--- src/gpio_rb_pkg.sv ---
`timescale 1ns / 1ps

package gpio_rb_pkg;

  // Pin count and the fixed widths of the bus word, the pin vector ports and the group and index fields
  localparam int unsigned PinCount    = 58;
  localparam int unsigned DataW       = 32;
  localparam int unsigned VecW        = 58;
  localparam int unsigned GroupW      = 3;
  localparam int unsigned IdxW        = 3;

  // Field packing inside one bus word
  localparam int unsigned FselBits    = 3;
  localparam int unsigned FselPerWord = 10;
  localparam int unsigned PullBits    = 2;
  localparam int unsigned PullPerWord = 16;

  // Word counts per register group
  localparam int unsigned FsWords   = (PinCount + FselPerWord - 1) / FselPerWord;
  localparam int unsigned BitWords  = (PinCount + DataW - 1) / DataW;
  localparam int unsigned PullWords = (PinCount + PullPerWord - 1) / PullPerWord;

  typedef enum logic {
    OpRead  = 1'b0,
    OpWrite = 1'b1
  } op_e;

  typedef enum logic [GroupW-1:0] {
    GrpFsel  = 3'd0,
    GrpSet   = 3'd1,
    GrpClear = 3'd2,
    GrpLevel = 3'd3,
    GrpPull  = 3'd4
  } reg_group_e;

  localparam logic [FselBits-1:0] FselOutput = 3'b001;
  localparam logic [PullBits-1:0] PullUp     = 2'd1;
  localparam logic [PullBits-1:0] PullDown   = 2'd2;

endpackage

--- src/gpio_register_bank_top.sv ---
`timescale 1ns / 1ps

// Channel | direction | handshake               | word
// in      | sink      | in_valid_i / in_stall_o   | op, group, index, write data, pad levels
// out     | source    | out_valid_o / out_stall_i | read data, bad flag, four pin vectors
//
// Each access is held in the input register, then is applied to the pin
// state flops and lands in the result register; one access per cycle is
// sustained while out_stall_i is low. The pin state flops load in the same cycle as the result register.
// Reset clears all function selects, the output latch and the pull codes.
// A stalled result holds the result register; one further access waits in the
// input register, after which in_stall_o rises.
module gpio_register_bank_top (
  input  logic        clk_i,
  input  logic        rst_ni,

  input  logic        in_valid_i,
  output logic        in_stall_o,
  input  logic        op_i,
  input  logic [2:0]  reg_group_i,
  input  logic [2:0]  word_index_i,
  input  logic [31:0] write_data_i,
  input  logic [57:0] pad_levels_i,

  output logic        out_valid_o,
  input  logic        out_stall_i,
  output logic [31:0] read_data_o,
  output logic        bad_access_o,
  output logic [57:0] pin_drive_o,
  output logic [57:0] pin_output_enable_o,
  output logic [57:0] pull_up_enable_o,
  output logic [57:0] pull_down_enable_o
);

  localparam int unsigned NPins = gpio_rb_pkg::PinCount;
  localparam int unsigned DW    = gpio_rb_pkg::DataW;
  localparam int unsigned VW    = gpio_rb_pkg::VecW;
  localparam int unsigned IW    = gpio_rb_pkg::IdxW;
  localparam int unsigned FB    = gpio_rb_pkg::FselBits;
  localparam int unsigned PB    = gpio_rb_pkg::PullBits;

  // Input register
  logic                              s1_valid_q, s1_valid_d;
  gpio_rb_pkg::op_e                  s1_op_q;
  logic [gpio_rb_pkg::GroupW-1:0]    s1_group_q;
  logic [IW-1:0]                     s1_idx_q;
  logic [DW-1:0]                     s1_data_q;
  logic [VW-1:0]                     s1_pads_q;

  // Pin state
  logic [FB-1:0]    fsel_q [NPins];
  logic [FB-1:0]    fsel_d [NPins];
  logic [PB-1:0]    pull_q [NPins];
  logic [PB-1:0]    pull_d [NPins];
  logic [NPins-1:0] latch_q, latch_d;

  // Result register
  logic          res_valid_q, res_valid_d;
  logic [DW-1:0] res_rd_q, res_rd_d;
  logic          res_bad_q, res_bad_d;
  logic [VW-1:0] res_drive_q, res_drive_d;
  logic [VW-1:0] res_oe_q, res_oe_d;
  logic [VW-1:0] res_pu_q, res_pu_d;
  logic [VW-1:0] res_pd_q, res_pd_d;

  logic             accept;
  logic             advance;
  logic             wr;
  logic [NPins-1:0] oe_now;
  logic [NPins-1:0] pads;
  logic [NPins-1:0] level;
  logic [DW-1:0]    rd;

  // Handshake: the input register moves on when the result register frees up
  assign advance     = s1_valid_q && (!res_valid_q || !out_stall_i);
  assign in_stall_o  = s1_valid_q && res_valid_q && out_stall_i;
  assign accept      = in_valid_i && !in_stall_o;
  assign s1_valid_d  = accept || (s1_valid_q && !advance);
  assign res_valid_d = advance || (res_valid_q && out_stall_i);
  assign wr          = (s1_op_q == gpio_rb_pkg::OpWrite);

  // Decode the access, build the read word and the next pin state
  always_comb begin
    res_bad_d = 1'b0;
    rd        = '0;
    fsel_d    = fsel_q;
    pull_d    = pull_q;
    latch_d   = latch_q;

    for (int p = 0; p < NPins; p++) begin
      oe_now[p] = (fsel_q[p] == gpio_rb_pkg::FselOutput);
      if (p < VW) begin
        pads[p] = s1_pads_q[p];
      end else begin
        pads[p] = 1'b0;
      end
    end
    level = (latch_q & oe_now) | (pads & ~oe_now);

    unique case (s1_group_q)
      gpio_rb_pkg::GrpFsel: begin
        if (s1_idx_q >= IW'(gpio_rb_pkg::FsWords)) begin
          res_bad_d = 1'b1;
        end else begin
          for (int p = 0; p < NPins; p++) begin
            if (s1_idx_q == IW'(p / gpio_rb_pkg::FselPerWord)) begin
              if (wr) begin
                fsel_d[p] = s1_data_q[FB*(p % gpio_rb_pkg::FselPerWord) +: FB];
              end else begin
                rd[FB*(p % gpio_rb_pkg::FselPerWord) +: FB] = fsel_q[p];
              end
            end
          end
        end
      end
      gpio_rb_pkg::GrpSet, gpio_rb_pkg::GrpClear: begin
        if (s1_idx_q >= IW'(gpio_rb_pkg::BitWords)) begin
          res_bad_d = 1'b1;
        end else if (wr) begin
          for (int p = 0; p < NPins; p++) begin
            if (s1_idx_q == IW'(p / DW) && s1_data_q[p % DW]) begin
              latch_d[p] = (s1_group_q == gpio_rb_pkg::GrpSet);
            end
          end
        end
      end
      gpio_rb_pkg::GrpLevel: begin
        if (s1_idx_q >= IW'(gpio_rb_pkg::BitWords)) begin
          res_bad_d = 1'b1;
        end else if (!wr) begin
          for (int p = 0; p < NPins; p++) begin
            if (s1_idx_q == IW'(p / DW)) begin
              rd[p % DW] = level[p];
            end
          end
        end
      end
      gpio_rb_pkg::GrpPull: begin
        if (s1_idx_q >= IW'(gpio_rb_pkg::PullWords)) begin
          res_bad_d = 1'b1;
        end else begin
          for (int p = 0; p < NPins; p++) begin
            if (s1_idx_q == IW'(p / gpio_rb_pkg::PullPerWord)) begin
              if (wr) begin
                pull_d[p] = s1_data_q[PB*(p % gpio_rb_pkg::PullPerWord) +: PB];
              end else begin
                rd[PB*(p % gpio_rb_pkg::PullPerWord) +: PB] = pull_q[p];
              end
            end
          end
        end
      end
      default: begin
        res_bad_d = 1'b1;
      end
    endcase

    // Drop read data on writes and bad accesses
    res_rd_d = (res_bad_d || wr) ? '0 : rd;

    // Pin vectors after the access, cut to the port width
    for (int p = 0; p < VW; p++) begin
      if (p < NPins) begin
        res_drive_d[p] = latch_d[p];
        res_oe_d[p]    = (fsel_d[p] == gpio_rb_pkg::FselOutput);
        res_pu_d[p]    = (pull_d[p] == gpio_rb_pkg::PullUp);
        res_pd_d[p]    = (pull_d[p] == gpio_rb_pkg::PullDown);
      end else begin
        res_drive_d[p] = 1'b0;
        res_oe_d[p]    = 1'b0;
        res_pu_d[p]    = 1'b0;
        res_pd_d[p]    = 1'b0;
      end
    end
  end

  // Hold control and pin state
  always_ff @(posedge clk_i or negedge rst_ni) begin
    if (!rst_ni) begin
      s1_valid_q  <= 1'b0;
      res_valid_q <= 1'b0;
      latch_q     <= '0;
      for (int p = 0; p < NPins; p++) begin
        fsel_q[p] <= '0;
        pull_q[p] <= '0;
      end
    end else begin
      s1_valid_q  <= s1_valid_d;
      res_valid_q <= res_valid_d;
      if (advance) begin
        latch_q <= latch_d;
        fsel_q  <= fsel_d;
        pull_q  <= pull_d;
      end
    end
  end

  // Capture the incoming word
  always_ff @(posedge clk_i) begin
    if (accept) begin
      s1_op_q    <= gpio_rb_pkg::op_e'(op_i);
      s1_group_q <= reg_group_i;
      s1_idx_q   <= word_index_i;
      s1_data_q  <= write_data_i;
      s1_pads_q  <= pad_levels_i;
    end
  end

  // Load the result word
  always_ff @(posedge clk_i) begin
    if (advance) begin
      res_rd_q    <= res_rd_d;
      res_bad_q   <= res_bad_d;
      res_drive_q <= res_drive_d;
      res_oe_q    <= res_oe_d;
      res_pu_q    <= res_pu_d;
      res_pd_q    <= res_pd_d;
    end
  end

  assign out_valid_o         = res_valid_q;
  assign read_data_o         = res_rd_q;
  assign bad_access_o        = res_bad_q;
  assign pin_drive_o         = res_drive_q;
  assign pin_output_enable_o = res_oe_q;
  assign pull_up_enable_o    = res_pu_q;
  assign pull_down_enable_o  = res_pd_q;

endmodule

--- config.mk ---
export PLATFORM = sky130hd
export DESIGN_NAME = gpio_register_bank_top
export DESIGN_NICKNAME = d
export VERILOG_FILES = /design/src/gpio_rb_pkg.sv /design/src/gpio_register_bank_top.sv
export SDC_FILE = /design/constraint.sdc
export NUM_CORES = 1
export LEC_CHECK = 0
export ABC_AREA = 1
export ABC_CLOCK_PERIOD_IN_PS = 10200
export BUFFER_PORTS_ARGS = -buffer_cell sky130_fd_sc_hd__buf_2
export CAP_MARGIN = 0
export CORE_MARGIN = 5
export CORE_UTILIZATION = 45
export CTS_CLUSTER_DIAMETER = 50
export CTS_CLUSTER_SIZE = 28
export DETAILED_ROUTE_END_ITERATION = 8
export HOLD_SLACK_MARGIN = 0.12
export PLACE_DENSITY_LB_ADDON = 0.08
export SLEW_MARGIN = 20
export SYNTH_ARGS = -nofsm -noshare
export SYNTH_HDL_FRONTEND = slang
export SYNTH_SLANG_ARGS = --single-unit
--- constraint.sdc ---
create_clock -name clk_i -period 10.2 [get_ports clk_i]
set_input_delay 2.04 -clock clk_i [delete_from_list [all_inputs] [get_ports clk_i]]
set_output_delay 2.04 -clock clk_i [all_outputs]
set_load 0.1 [all_outputs]
# [Word-level counts from Yosys, hierarchy flattened]
# Index checks and enable logic that the tools add are counted.
[op_classes] n_reduce_logical=76 bitwise_logic=4 div_mod_pow=0 eq_ne=241 shift=0 muxes=637 add_sub_neg=0 n_lt_le_gt_ge=3 multipliers=0
[ops] operator="$mux 3" n=252
[ops] operator="$mux 2" n=252
[ops] operator="$eq 3x1->1 const B" n=118
[ops] operator="$mux 174" n=2
[ops] operator="$mux 116" n=2
[ops] operator="$mux 58" n=3
[ops] operator="$mux 1" n=119
[ops] operator="$and 58x58->58" n=2
[ops] operator="$eq 2x1->1 const B" n=58
[ops] operator="$eq 2x2->1 const B" n=58
[ops] operator="$mux 32" n=3
[ops] operator="$pmux 30 s3" n=1
[ops] operator="$logic_and 1x1->1" n=64
[ops] operator="$not 58->58" n=1
[ops] operator="$or 58x58->58" n=1
[ops] operator="$mux 30" n=1
[ops] operator="$eq 3x2->1 const B" n=4
[ops] operator="$eq 3x3->1 const B" n=3
[ops] operator="$ge 3x3->1 const B" n=2
[ops] operator="$logic_not 3->1" n=2
[ops] operator="$logic_not 1->1" n=4
[ops] operator="$logic_or 1x1->1" n=4
[ops] operator="$pmux 2 s2" n=1
[ops] operator="$ge 3x2->1 const B" n=1
[ops] operator="other kinds (3)" n=3
[totals] word_cells=1091 ramBits=0 latchBits=0 in_bits=101 mem_count=0 register_bits=712 rom_bits=0 output_inout_bits=267

# [Longest topological paths before layout]
[depth] depth_word=16 depth_mapped=12 depth_no_buf=10

# [Least setup slack after synthesis]
# Ideal clock, no wire load.
[synth_path] path_type="input-to-reg" start="input out_stall_i" end="register res_bad_q (netlist: bad_access_o), enable pin" arrival_time_ns=10.029 t_required_ns=9.467 setup_time_ns=0.733 cell_stages=5 path_buffers=2 setup_slack_ns=-0.562 path_cell_list="nand2_1 -> nand2_1 -> inv_1 -> clkbuf_1 -> clkbuf_1"
[synth_between] elab_chain_cells=3
[synth_rtl] element="start, declared" line="gpio_register_bank_top.sv:26" text="input logic out_stall_i,"
[synth_rtl] element="$logic_not 1->1" line="gpio_register_bank_top.sv:75" text="assign advance = s1_valid_q && (!res_valid_q || !out_stall_i);"
[synth_rtl] element="$logic_or 1x1->1" line="gpio_register_bank_top.sv:75"
[synth_rtl] element="$logic_and 1x1->1" line="gpio_register_bank_top.sv:75"
[synth_rtl] element="via advance" line="gpio_register_bank_top.sv:67" text="logic advance;"
[synth_rtl] element="end signal, assigned" line="gpio_register_bank_top.sv:213" text="res_bad_q <= res_bad_d;"
[synth_rtl] element="end, declared" line="gpio_register_bank_top.sv:60" text="logic res_bad_q, res_bad_d;"
# The timed path passes the listed nets, and every way through them passes these cells.
# A chain may end at the register's enable or synchronous reset.

# [Worst setup path after layout]
[layout_path] start="input out_stall_i" end="output in_stall_o"
[layout_between] elab_chain_cells=1
[layout_rtl] element="$logic_and 1x1->1" line="gpio_register_bank_top.sv:76" text="assign in_stall_o = s1_valid_q && res_valid_q && out_stall_i;"
[layout_rtl] element="end, declared" line="gpio_register_bank_top.sv:18" text="output logic in_stall_o,"
# Every way passes these cells.

==> run metrics <==
die area=0.08007 mm²; synthesized cell area=0.03353 mm²; maximum number of pins on one net before global-route repair=220; layout cells sized above 1=14.60%; leakage power total=0.01753 µW; die height=283.0 µm; Post-Route WL=143,600 µm; Post-layout nets=4,247; GR Util All Layers=34.38%; First-pass DRT Iterations=9; syn nets=3,945; final hold violation count=0; largest cells by area after synthesis=edfxtp_1 32%, dfrtp_1 26%, nand2_1 13%, o21ai_0 7.7%, nor2_1 3.4%; Avg Cell Area, Syn=8.723 µm²; Initial Utilization=45.19%; top-area cell type share of the netlist area=32.42%; Post-synth EDFFs=362; RSZ-0062 raised after global routing=false; failing checks=design-rule violations; clock slew at reported path FFs=0.06 ns; Core ar.=0.07420 mm²; flop and latch count out of synthesis=712; Finish-stage setup viols=0; Async SR Flop Fraction=49.16%; crit path max fanout=3; post-detail-place hpwl=103,300 µm; CP Launch Type=primary input; Worst-Skew Late Latency=0.67 ns; I/O Pins=368; clock sink count=712; antenna violations before repair=4; slowest stage delay, CP=0.44 ns; row cnt=100; Synth cell types=38; vias post-DR=30,420; final worst setup slack=5.369 ns; H-tree depth=3; skew final=0.02951 ns; most used cell along the critical path=buf_2; peak supply drop=0.1650 mV; Hold-fix buffers, CTS=0; Setup CP Type=in -> out; Final Cycle Share=47.36%; CTS tree=built; fin crit period=4.831 ns; GP Congestion=1.020; setup bufs post-CTS=0; crit path DAT=2.79 ns; vias in the first global route=27,250; Max Root-Sink Buffers=3; HP Class=reg -> reg; cts bufs inserted=87; DP Worst Slack=5.151 ns; Core Util, Final=52.91%; DR WL/cell=27.67 µm; number of nets with antenna violations after routing=0; Top FF cell, synth=edfxtp_1; routed vias/inst=5.861; Tot Pwr=11,870 µW; Synth-to-Final Area Change=17.07%; flop-to-flop setup slack=6.18 ns; sequential element share of the synthesized area=58.54%; grt ovf=0; worst-margin pin slew=1.103 ns; top cells by count, synth=1,147 x nand2_1, 515 x o21ai_0, 362 x edfxtp_1, 350 x dfrtp_1, 306 x nor2_1; CTS root buf=clkbuf_16; DRT iter0 DRCs=4,687; Syn Inst Count=3,844; area leader, netlist=edfxtp_1; Layout fillers=7,078; Slew Limit Fails=0; slowest cell on the critical path=buf_2; pwr dens=302.2 mW/mm²; Worst EP required=8.16 ns; max-cap violation count=0; Post-CTS Resized=0; Fmax achieved=207.0 MHz; first-pass GRT wire length=199,900 µm; CP Capture Type=output port; Port-buffer cells=367; outcome=finished, violations left; die width=283.0 µm; # DRC=1; Ys Warns=0; count leader, synth=nand2_1; Slew headroom=26.45%; setup TNS=0 ns; crit-path cells=buf_2, nand2_1, nor2_1, buf_2
## metal layers
layer | GRT usage, % | up-vias | part of all wire (%)
met2 | 50.32 | 1937 | 43
met4 | 17.80 | 2 | 6.7
li1 | - | 13480 | -
met5 | 0 | - | 0.0049
met3 | 7.653 | 359 | 11
met1 | 48.32 | 14640 | 40
## worst max-delay path, delay by kind of cell
kind,cells,cell delay (ns)
simple gates,2,0.23
buf+inv,2,0.51
## placed cells by master (no fill, tap or decap), types with 6 or more instances in the layout
cell type / instances
inv_12: 11
and2_1: 49
a21oi_1: 112
nand2_2: 7
inv_2: 12
clkinv_4: 8
nor3_1: 27
o21a_1: 15
o21ai_1: 60
o21ai_0: 515
nand3_1: 164
nor2_2: 9
dfrtp_1: 350
nor2_4: 8
a31oi_1: 13
inv_6: 12
inv_1: 297
nand4_1: 21
edfxtp_1: 362
o22ai_1: 87
o211ai_1: 40
or2_2: 6
buf_4: 34
clkbuf_16: 92
a22oi_1: 24
clkinv_8: 8
inv_8: 16
nand2_1: 1146
buf_2: 366
nor2_1: 302
## worst paths after layout
kind                                          from                                end  depth (start not counted)
setup / recovery                       out_stall_i                         in_stall_o                          4
hold / removal             latch_q[37]$_DFFE_PN0P_            latch_q[37]$_DFFE_PN0P_                          2
setup reg to reg             s1_idx_q[1]$_DFFE_PP_  pin_output_enable_o[18]$_DFFE_PP_                          8
hold reg to reg            latch_q[37]$_DFFE_PN0P_            latch_q[37]$_DFFE_PN0P_                          2
max in group asynchronous                   rst_ni            fsel_q[171]$_DFFE_PN0P_                          2
min in group asynchronous                   rst_ni            latch_q[50]$_DFFE_PN0P_                          1
## state kept, by name (all words and copies together) (netlist names), 32 cells and up
register	count
fsel_q	174
pull_q	116
latch_q	58
pads	58
pin_drive_o	58
pin_output_enable_o	58
pull_down_enable_o	58
pull_up_enable_o	58
read_data_o	32
s1_data_q	32
## stage by stage
stage | instances | cell area [µm²] | hold WS, ns
after floorplan | 3844 | 33530 | 0.4477
after CTS | 5189 | 39250 | 0.4829
after global routing | 5189 | 39250 | 0.5006
after detailed placement | 5026 | 36120 | 0.4649
after global placement | 5026 | 36120 | 0.4628
final | 5190 | 39260 | 0.4818
## where the power goes
part / switching [µW] / leakage (µW) / internal [µW]
combinational: 3210 / 0.00777 / 803
clock: 1510 / 0.00151 / 1830
sequential: 610 / 0.00825 / 3910
## area by class of cell
cell class	instances	area, µm²	share of cell area (%)
Tap cell	969	1212	3.088
Sequential cell	712	19630	50.00
Multi-Input combinational cell	2628	11920	30.36
Clock inverter	64	780.7	1.989
Antenna cell	1	2.502	0.006375
Clock buffer	99	2349	5.982
Timing Repair Buffer	405	2182	5.559
Inverter	312	1184	3.015
## kinds of logic after synthesis
kind of cell	count (synthesis)	synth area share, %
flip-flops	712	58.54
buffers and inverters	504	6.019
AND/OR/NAND/NOR	1757	21.44
AO/OA/AOI/OAI	871	14.00
No activity file was read; power rests on OpenSTA's default activity.
